**src/design/cwmc_pkg.sv**
```systemverilog
`default_nettype none

package cwmc_pkg;

	// Widths of the sample path.
	localparam int unsigned SAMPLE_W = 8;
	localparam int unsigned FRAC_W   = 6;
	localparam int unsigned TAP_W    = 7;
	localparam int unsigned WEIGHT_W = 9;
	localparam int unsigned OFFSET_W = 8;

	// Configuration port.
	localparam int unsigned CFG_INDEX_W = 3;
	localparam int unsigned CFG_DATA_W  = 9;

	localparam logic [CFG_INDEX_W-1:0] REG_WEIGHTED_ENABLE = 3'd0;
	localparam logic [CFG_INDEX_W-1:0] REG_LOG_WD          = 3'd1;
	localparam logic [CFG_INDEX_W-1:0] REG_WEIGHT_L0       = 3'd2;
	localparam logic [CFG_INDEX_W-1:0] REG_WEIGHT_L1       = 3'd3;
	localparam logic [CFG_INDEX_W-1:0] REG_OFFSET_L0       = 3'd4;
	localparam logic [CFG_INDEX_W-1:0] REG_OFFSET_L1       = 3'd5;

	// Bilinear rounding constant and the eighth-pel span.
	localparam logic [13:0] BILIN_ROUND = 14'd32;
	localparam logic [3:0]  PEL_SPAN    = 4'd8;

	// The four bilinear taps of one reference.
	typedef struct packed {
		logic [TAP_W-1:0] tl;
		logic [TAP_W-1:0] tr;
		logic [TAP_W-1:0] bl;
		logic [TAP_W-1:0] br;
	} taps_t;

	// Tap weights from the fraction: bits 5..3 are yfrac, bits 2..0 are xfrac.
	// The factors are held at the tap width so that 8 times 8 does not wrap.
	function automatic taps_t bilin_taps(input logic [FRAC_W-1:0] frac);
		logic [TAP_W-1:0] fx;
		logic [TAP_W-1:0] fy;
		logic [TAP_W-1:0] gx;
		logic [TAP_W-1:0] gy;
		taps_t            t;
		fx   = TAP_W'(frac[2:0]);
		fy   = TAP_W'(frac[5:3]);
		gx   = TAP_W'(PEL_SPAN) - fx;
		gy   = TAP_W'(PEL_SPAN) - fy;
		t.tl = gx * gy;
		t.tr = fx * gy;
		t.bl = gx * fy;
		t.br = fx * fy;
		return t;
	endfunction

endpackage

`default_nettype wire

```
**src/design/chroma_weighted_motion_comp_sample_core.sv**
```systemverilog
`default_nettype none

// An accepted input transaction passes through each registered stage in turn to the output.
// Throughput: one transaction per clock unless the output stalls; every stage holds its
// own valid bit, so a stall at the output only backs up as far as the first empty stage.
// Reset: arst_n clears all valid bits and loads the weighting registers with
// weighted_enable 0, log_wd 0, weights 1 and offsets 0.
module chroma_weighted_motion_comp_sample_core (
	input  wire logic                                clk,
	input  wire logic                                arst_n,

	input  wire logic                                cfg_we,
	input  wire logic [cwmc_pkg::CFG_INDEX_W-1:0]    cfg_index,
	input  wire logic [cwmc_pkg::CFG_DATA_W-1:0]     cfg_data,

	input  wire logic                                in_valid,
	output logic                                     in_stall,
	input  wire logic [cwmc_pkg::SAMPLE_W-1:0]       ref0_tl,
	input  wire logic [cwmc_pkg::SAMPLE_W-1:0]       ref0_tr,
	input  wire logic [cwmc_pkg::SAMPLE_W-1:0]       ref0_bl,
	input  wire logic [cwmc_pkg::SAMPLE_W-1:0]       ref0_br,
	input  wire logic [cwmc_pkg::FRAC_W-1:0]         frac0,
	input  wire logic [cwmc_pkg::SAMPLE_W-1:0]       ref1_tl,
	input  wire logic [cwmc_pkg::SAMPLE_W-1:0]       ref1_tr,
	input  wire logic [cwmc_pkg::SAMPLE_W-1:0]       ref1_bl,
	input  wire logic [cwmc_pkg::SAMPLE_W-1:0]       ref1_br,
	input  wire logic [cwmc_pkg::FRAC_W-1:0]         frac1,
	input  wire logic                                bi_mode,
	input  wire logic                                list_sel,

	output logic                                     out_valid,
	input  wire logic                                out_stall,
	output logic [cwmc_pkg::SAMPLE_W-1:0]            pred_sample
);

	// Weighting registers.
	logic                                   weighted_enable_q;
	logic [2:0]                             log_wd_q;
	logic signed [cwmc_pkg::WEIGHT_W-1:0]   weight_l0_q;
	logic signed [cwmc_pkg::WEIGHT_W-1:0]   weight_l1_q;
	logic signed [cwmc_pkg::OFFSET_W-1:0]   offset_l0_q;
	logic signed [cwmc_pkg::OFFSET_W-1:0]   offset_l1_q;

	always_ff @(posedge clk or negedge arst_n) begin
		if (!arst_n) begin
			weighted_enable_q <= 1'b0;
			log_wd_q          <= 3'd0;
			weight_l0_q       <= 9'sd1;
			weight_l1_q       <= 9'sd1;
			offset_l0_q       <= 8'sd0;
			offset_l1_q       <= 8'sd0;
		end else if (cfg_we) begin
			case (cfg_index)
				cwmc_pkg::REG_WEIGHTED_ENABLE: weighted_enable_q <= cfg_data[0];
				cwmc_pkg::REG_LOG_WD:          log_wd_q          <= cfg_data[2:0];
				cwmc_pkg::REG_WEIGHT_L0:       weight_l0_q       <= $signed(cfg_data);
				cwmc_pkg::REG_WEIGHT_L1:       weight_l1_q       <= $signed(cfg_data);
				cwmc_pkg::REG_OFFSET_L0:       offset_l0_q       <= $signed(cfg_data[7:0]);
				cwmc_pkg::REG_OFFSET_L1:       offset_l1_q       <= $signed(cfg_data[7:0]);
				default: begin
				end
			endcase
		end
	end

	// Stage valid bits and the ready chain; a stage takes new data when it is
	// empty or when the stage after it moves on.
	logic v_s1, v_s2, v_s3, v_s4, v_s5;
	logic rdy1, rdy2, rdy3, rdy4, rdy5;

	assign rdy5     = !v_s5 || !out_stall;
	assign rdy4     = !v_s4 || rdy5;
	assign rdy3     = !v_s3 || rdy4;
	assign rdy2     = !v_s2 || rdy3;
	assign rdy1     = !v_s1 || rdy2;
	assign in_stall = !rdy1;

	always_ff @(posedge clk or negedge arst_n) begin
		if (!arst_n) begin
			v_s1 <= 1'b0;
			v_s2 <= 1'b0;
			v_s3 <= 1'b0;
			v_s4 <= 1'b0;
			v_s5 <= 1'b0;
		end else begin
			if (rdy1) v_s1 <= in_valid;
			if (rdy2) v_s2 <= v_s1;
			if (rdy3) v_s3 <= v_s2;
			if (rdy4) v_s4 <= v_s3;
			if (rdy5) v_s5 <= v_s4;
		end
	end

	// Stage 1: capture the samples and form the bilinear tap weights.
	logic [cwmc_pkg::SAMPLE_W-1:0] r0_tl_s1, r0_tr_s1, r0_bl_s1, r0_br_s1;
	logic [cwmc_pkg::SAMPLE_W-1:0] r1_tl_s1, r1_tr_s1, r1_bl_s1, r1_br_s1;
	cwmc_pkg::taps_t               taps0_s1, taps1_s1;
	logic                          bi_s1, lsel_s1;

	always_ff @(posedge clk) begin
		if (rdy1 && in_valid) begin
			r0_tl_s1 <= ref0_tl;
			r0_tr_s1 <= ref0_tr;
			r0_bl_s1 <= ref0_bl;
			r0_br_s1 <= ref0_br;
			r1_tl_s1 <= ref1_tl;
			r1_tr_s1 <= ref1_tr;
			r1_bl_s1 <= ref1_bl;
			r1_br_s1 <= ref1_br;
			taps0_s1 <= cwmc_pkg::bilin_taps(frac0);
			taps1_s1 <= cwmc_pkg::bilin_taps(frac1);
			bi_s1    <= bi_mode;
			lsel_s1  <= list_sel;
		end
	end

	// Stage 2: bilinear interpolation of both references.
	logic [13:0]                   acc0, acc1;
	logic [cwmc_pkg::SAMPLE_W-1:0] p0_s2, p1_s2;
	logic                          bi_s2, lsel_s2;

	always_comb begin
		acc0 = 14'(taps0_s1.tl) * 14'(r0_tl_s1) + 14'(taps0_s1.tr) * 14'(r0_tr_s1)
		     + 14'(taps0_s1.bl) * 14'(r0_bl_s1) + 14'(taps0_s1.br) * 14'(r0_br_s1)
		     + cwmc_pkg::BILIN_ROUND;
		acc1 = 14'(taps1_s1.tl) * 14'(r1_tl_s1) + 14'(taps1_s1.tr) * 14'(r1_tr_s1)
		     + 14'(taps1_s1.bl) * 14'(r1_bl_s1) + 14'(taps1_s1.br) * 14'(r1_br_s1)
		     + cwmc_pkg::BILIN_ROUND;
	end

	always_ff @(posedge clk) begin
		if (rdy2 && v_s1) begin
			p0_s2   <= acc0[13:6];
			p1_s2   <= acc1[13:6];
			bi_s2   <= bi_s1;
			lsel_s2 <= lsel_s1;
		end
	end

	// Stage 3: weight multiplies. Plain prediction uses unit weights, and the
	// rounding term, shift and offset are chosen here for stage 4 and 5.
	logic signed [cwmc_pkg::WEIGHT_W-1:0] w0_eff, w1_eff;
	logic [7:0]                           rnd_nxt;
	logic [3:0]                           sh_nxt;
	logic signed [8:0]                    off_sum;
	logic signed [cwmc_pkg::OFFSET_W-1:0] off_nxt;
	logic signed [17:0]                   prod0_s3, prod1_s3;
	logic [7:0]                           rnd_s3;
	logic [3:0]                           sh_s3;
	logic signed [cwmc_pkg::OFFSET_W-1:0] off_s3;

	always_comb begin
		off_sum = (9'(offset_l0_q) + 9'(offset_l1_q) + 9'sd1) >>> 1;
		w0_eff  = 9'sd1;
		w1_eff  = 9'sd0;
		rnd_nxt = 8'd0;
		sh_nxt  = 4'd0;
		off_nxt = 8'sd0;
		if (!bi_s2) begin
			if (weighted_enable_q) begin
				w0_eff  = lsel_s2 ? weight_l1_q : weight_l0_q;
				sh_nxt  = {1'b0, log_wd_q};
				off_nxt = lsel_s2 ? offset_l1_q : offset_l0_q;
				if (log_wd_q != 3'd0) begin
					rnd_nxt = 8'd1 << (log_wd_q - 3'd1);
				end
			end
		end else begin
			if (weighted_enable_q) begin
				w0_eff  = weight_l0_q;
				w1_eff  = weight_l1_q;
				rnd_nxt = 8'd1 << log_wd_q;
				sh_nxt  = {1'b0, log_wd_q} + 4'd1;
				off_nxt = off_sum[7:0];
			end else begin
				w1_eff  = 9'sd1;
				rnd_nxt = 8'd1;
				sh_nxt  = 4'd1;
			end
		end
	end

	always_ff @(posedge clk) begin
		if (rdy3 && v_s2) begin
			prod0_s3 <= $signed({1'b0, p0_s2}) * w0_eff;
			prod1_s3 <= $signed({1'b0, p1_s2}) * w1_eff;
			rnd_s3   <= rnd_nxt;
			sh_s3    <= sh_nxt;
			off_s3   <= off_nxt;
		end
	end

	// Stage 4: sum, round and arithmetic shift by the denominator.
	logic signed [19:0]                   wsum;
	logic signed [19:0]                   val_s4;
	logic signed [cwmc_pkg::OFFSET_W-1:0] off_s4;

	assign wsum = 20'(prod0_s3) + 20'(prod1_s3) + $signed({12'd0, rnd_s3});

	always_ff @(posedge clk) begin
		if (rdy4 && v_s3) begin
			val_s4 <= wsum >>> sh_s3;
			off_s4 <= off_s3;
		end
	end

	// Stage 5: add the offset and clip into the sample range.
	logic signed [20:0]            fin;
	logic [cwmc_pkg::SAMPLE_W-1:0] clip_val;

	always_comb begin
		fin = 21'(val_s4) + 21'(off_s4);
		if (fin[20]) begin
			clip_val = 8'd0;
		end else if (fin[19:8] != 12'd0) begin
			clip_val = 8'd255;
		end else begin
			clip_val = fin[7:0];
		end
	end

	logic [cwmc_pkg::SAMPLE_W-1:0] pred_s5;

	always_ff @(posedge clk) begin
		if (rdy5 && v_s4) begin
			pred_s5 <= clip_val;
		end
	end

	assign out_valid   = v_s5;
	assign pred_sample = pred_s5;

endmodule

`default_nettype wire
```
**config.mk**
```make
export PLATFORM = sky130hd
export DESIGN_NAME = chroma_weighted_motion_comp_sample_core
export DESIGN_NICKNAME = d
export VERILOG_FILES = /design/src/design/cwmc_pkg.sv /design/src/design/chroma_weighted_motion_comp_sample_core.sv
export SDC_FILE = /design/constraint.sdc
export NUM_CORES = 2
export LEC_CHECK = 0
export BUFFER_PORTS_ARGS = -buffer_cell sky130_fd_sc_hd__buf_2
export CAP_MARGIN = 15
export CORE_MARGIN = 4
export CORE_UTILIZATION = 52
export DETAILED_ROUTE_END_ITERATION = 16
export PLACE_DENSITY = 0.79
export SETUP_SLACK_MARGIN = 0.02
export SKIP_CTS_REPAIR_TIMING = 1
export SYNTH_ARGS = -nofsm -noshare
export SYNTH_HDL_FRONTEND = slang
export SYNTH_SLANG_ARGS = --single-unit
```
**constraint.sdc**
```tcl
create_clock -name clk -period 14 [get_ports clk]
set_clock_uncertainty 0.15 [all_clocks]
set_input_delay 2.8 -clock clk [delete_from_list [all_inputs] [get_ports clk]]
set_output_delay 2.8 -clock clk [all_outputs]
set_load 0.1 [all_outputs]
```
Word level (Yosys, flattened, before mapping). Cells that the tools add are included.

Mux-type cells: 18. Shift-type cells: 3. $add $sub $neg: 19. Equality and inequality tests: 5. Multiply operators: 18. Reduce and logical (&&, ||, !) cells: 26.

Operators by type and width (count): adder 14 bit (6); multiplier 7 x 8 -> 14 bit (6); 2-to-1 mux 8 bit (9); 2-to-1 mux 9 bit (6); multiplier 9 x 9 -> 18 bit (2); adder 14 x 6 -> 14 bit (second input constant) (2); multiplier 6 x 8 -> 14 bit (2); adder 20 x 8 -> 21 bit (1); adder 19 x 9 -> 20 bit (1); >>> shifter 20 x 4 -> 20 bit (1); subtractor 4 x 3 -> 5 bit (first input constant) (4); adder 18 x 18 -> 19 bit (1); << shifter 1 x 3 -> 8 bit (first input constant) (2); multiplier 4 x 5 -> 7 bit (2); multiplier 5 x 4 -> 7 bit (2); multiplier 5 x 5 -> 7 bit (2); multiplier 3 x 3 -> 6 bit (2); AND reduction 2 bit (6); nonzero test 12 bit (1); adder 8 x 8 -> 9 bit (1); adder 9 x 2 -> 9 bit (second input constant) (1); 2-to-1 mux 4 bit (2); zero test 1 bit (7); == test 3 x 2 -> 1 bit (second input constant) (2); 9 further kinds (18).

Logic and storage cells: 130. Register bits after elaboration: 273. Bits of input ports: 95.

Depth between registers and ports, before layout.
Word-level depth: 7. Mapped depth: 24.

Worst setup path after synthesis. Ideal clock, no wire load.

Path kind: input-to-output. Start: in out_stall. End: out in_stall. Arrival time: 3756 ps. Path slack: 7294 ps. Required time: 11050 ps. Stages on the path: 4. Cells stage by stage: nand3_1 > nor2_1 > nand3_1 > inv_1.

Word-level cells in the longest chain between the ends: 7.

Ends and longest elaborated chain: start, declared (RTL line chroma_weighted_motion_comp_sample_core.sv:32) `input wire logic out_stall,`; zero test 1 bit (RTL line chroma_weighted_motion_comp_sample_core.sv:71) `assign rdy5 = !v_s5 || !out_stall;`; logical OR 1 bit (RTL line chroma_weighted_motion_comp_sample_core.sv:71); logical OR 1 bit (RTL line chroma_weighted_motion_comp_sample_core.sv:72) `assign rdy4 = !v_s4 || rdy5;`; logical OR 1 bit (RTL line chroma_weighted_motion_comp_sample_core.sv:73) `assign rdy3 = !v_s3 || rdy4;`; logical OR 1 bit (RTL line chroma_weighted_motion_comp_sample_core.sv:74) `assign rdy2 = !v_s2 || rdy3;`; logical OR 1 bit (RTL line chroma_weighted_motion_comp_sample_core.sv:75) `assign rdy1 = !v_s1 || rdy2;`; zero test 1 bit (RTL line chroma_weighted_motion_comp_sample_core.sv:76) `assign in_stall = !rdy1;`; end, declared (RTL line chroma_weighted_motion_comp_sample_core.sv:17) `output logic in_stall,`.

Every way passes these cells.

Final worst setup path.
Start: reg taps1_s1[21] (netlist bit). End: reg p1_s2[7] (netlist bit), data pin.

Word-level cells in the longest chain between the ends: 5.

Ends and longest elaborated chain: start, declared (RTL line chroma_weighted_motion_comp_sample_core.sv:97) `cwmc_pkg::taps_t taps0_s1, taps1_s1;`; start signal, assigned (RTL line chroma_weighted_motion_comp_sample_core.sv:111) `taps1_s1 <= cwmc_pkg::bilin_taps(frac1);`; multiplier 7 x 8 -> 14 bit (RTL line chroma_weighted_motion_comp_sample_core.sv:126) `acc1 = 14'(taps1_s1.tl) * 14'(r1_tl_s1) + 14'(taps1_s1.tr) * 14'(r1_tr_s1)`; adder 14 bit (RTL line chroma_weighted_motion_comp_sample_core.sv:126); adder 14 bit (2 in series) (RTL line chroma_weighted_motion_comp_sample_core.sv:127) `+ 14'(taps1_s1.bl) * 14'(r1_bl_s1) + 14'(taps1_s1.br) * 14'(r1_br_s1)`; adder 14 x 6 -> 14 bit (RTL line chroma_weighted_motion_comp_sample_core.sv:128) `+ cwmc_pkg::BILIN_ROUND;`; net acc1[13] (RTL line chroma_weighted_motion_comp_sample_core.sv:118) `logic [13:0] acc0, acc1;`; end signal, assigned (RTL line chroma_weighted_motion_comp_sample_core.sv:134) `p1_s2 <= acc1[13:6];`; end, declared (RTL line chroma_weighted_motion_comp_sample_core.sv:119) `logic [cwmc_pkg::SAMPLE_W-1:0] p0_s2, p1_s2;`.

The timed path passes the listed nets, and every way through them passes these cells. A chain may end at the register's enable or synchronous reset.

==> metrics <==
status=finished clean; Synth Cell Area=34200 um2; Fillers=5413; sequential area share after synthesis=22.8%; Setup Crit Path Kind=reg -> reg; Multi-input gate area=23700 um2; Critical Path Start Type=flop; total negative slack=0 ns; CTS clk-pin slew, worst paths=0.06 ns; H-tree Lvls=2; Crit path required time=14.12 ns; reg2reg start=taps1_s1[21]; fraction of the mapped netlist area in compound gates=6.42%; crit share post-route=51.7%; Die Span X=265 um; Vias=22900; mux share of post-synthesis cell area=2.25%; RSZ-0062 raised after global routing=false; die height=265 um; Final setup violation count=0; Synth Instances=3342; ANT nets after route=0; CTS tree=yes; xor and xnor area share after synthesis=3.33%; area growth from synthesis to final layout=7.67%; share of cells above drive strength 1=7.19%; asr flop ratio synth=16.1%; synth top area cells=fa_1, edfxtp_1, ha_1, and2_1, inv_1; Via density=5.33; drt pass-1 iters=5; CTS max path bufs=3; Period minus WS final=7.23 ns; max-cap violations=0; largest family of logic cells by synthesized area=adder cells; die footprint=70000 um2; DP Area=35600 um2; Clk Latency, worst-skew pair=0.56 ns; post-route cell area=36800 um2; Ports=105; Tightest Pin Transition=1.01 ns; core area=64800 um2; most common cell in the netlist=inv_1; grt total ovfl=0; ys flop type=edfxtp_1; GRT Util Overall=20.3%; syn avg cell area=10.2 um2; antenna violations before repair=1; nets=4403; clock root buffer=clkbuf_16; Hold Path Sink=off_s4[7]; post-synth top area cell=fa_1; first-pass GRT wire length=118000 um; clk sinks=267; port bufs=104; DRT iter0 DRCs=1096; TritonCTS Buffers=34; Post-Synthesis Net Count=4321; upper clock frequency limit=0.138 GHz; Yosys top cell area share=27.2%; Critical Path AT=7.35 ns; # DRC=0; Ys Warns=0; Distinct cells, synth=76; final-report hold violation count=0; Hold Crit Class=reg -> reg; Setup crit end kind=flop; worst r2r path cells=17; mean routed wirelength per cell=16.1 um; synthesized flop and latch total=267; area share of and/or/nand/nor cells after synthesis=14.8%; Post-Synth Adder-Cell Area=42.5%; routability congestion estimate=0.892; final wirelength=69100 um; FF-to-FF setup slack=6.77 ns; DP HPWL=57400 um; Rows=93; EDFF count, synth=224; CP Max Fanout=32; largest net degree at the start of global routing=67; normalized max-slew margin=32.5%; fin. max-slew vios=0; list of most frequent post-synthesis cells=inv_1, fa_1, and2_1, ha_1, nand2_1; r2r endpoint=p1_s2[7]; Initial Utilization=52.8%; sequential cell area=7800 um2; vias in the first global route=24400; Hold Path Origin=off_s3[7]; hold path depth=0
-- critical path, cell delays in order (launching register included) --
cell	delay, ns
edfxtp_1	1.02
nand2_1	0.21
fa_1	0.58
inv_1	0.05
fa_1	0.47
inv_1	0.06
fa_1	0.49
fa_1	0.52
inv_1	0.06
fa_1	0.55
fa_1	0.43
fa_1	0.44
ha_1	0.27
nor2b_1	0.15
o41ai_1	0.67
o21ai_0	0.31
o41ai_1	0.41
xnor2_1	0.11
-- cells in the final DEF, fill, tap and decap left out, drive strengths merged, types with 82 or more instances in the layout --
master	instances
xnor2	102
a21oi	88
fa	465
edfxtp	224
ha	419
nand2	268
and2	432
nor2	82
buf	111
inv	650
-- kinds of logic after synthesis --
logic type	after synthesis
AOI/OAI and AO/OA	329
xor gates and xnor gates	130
adders and majority gates	884
buffers and inverters	712
DFF	267
muxes	62
and+or+nand+nor	958
-- how the worst max path moves through the flow --
stage,start,depth (start not counted),end,slack [ns]
after global routing,taps1_s1[21],17,p1_s2[7],6.44
after CTS,taps1_s1[21],17,p1_s2[7],6.85
after floorplan,out_stall,4,in_stall,7.29
after global placement,taps1_s1[21],17,p1_s2[7],7.21
after detailed placement,taps1_s1[21],17,p1_s2[7],6.88
final,taps1_s1[21],17,p1_s2[7],6.77
-- state kept, by name, indices dropped and copies added (netlist names), 9 cells and up --
name	count
taps1_s1	24
taps0_s1	24
weight_l0_q	9
prod1_s3	18
val_s4	20
weight_l1_q	9
prod0_s3	18
-- final cells by class --
cell class,count,share of cell area (%)
inverters,647,6.59
clock inverters,23,0.822
flip-flops and latches,267,21.2
multi-input cells,2363,64.4
diodes,1,0.00679
well taps,855,2.90
repair buffers,111,1.56
clock buffers,39,2.50
-- metal layers --
metal / part of all wire, % / global-route usage (%) / up-vias
li1: - / - / 10900
met4: 4.2 / 7.70 / 0
met1: 40 / 25.1 / 11400
met3: 4.0 / 2.70 / 167
met5: 0 / 0 / -
met2: 51 / 36.5 / 479
-- stage by stage --
stage          hold WS [ns]  instances  utilization [%]  worst slack (ns)
2_1_floorplan         0.250       3342                -              7.29
3_3_place_gp          0.252       4243             55.0              7.21
3_5_place_dp          0.255       4243             55.0              6.88
4_1_cts               0.271       4305             56.8              6.85
5_1_grt               0.278       4305             56.8              6.44
6_report              0.269       4306             56.8              6.77
Power is not shown: default switching activity piles up to over one toggle a cycle in this logic, so the estimate is an artifact.
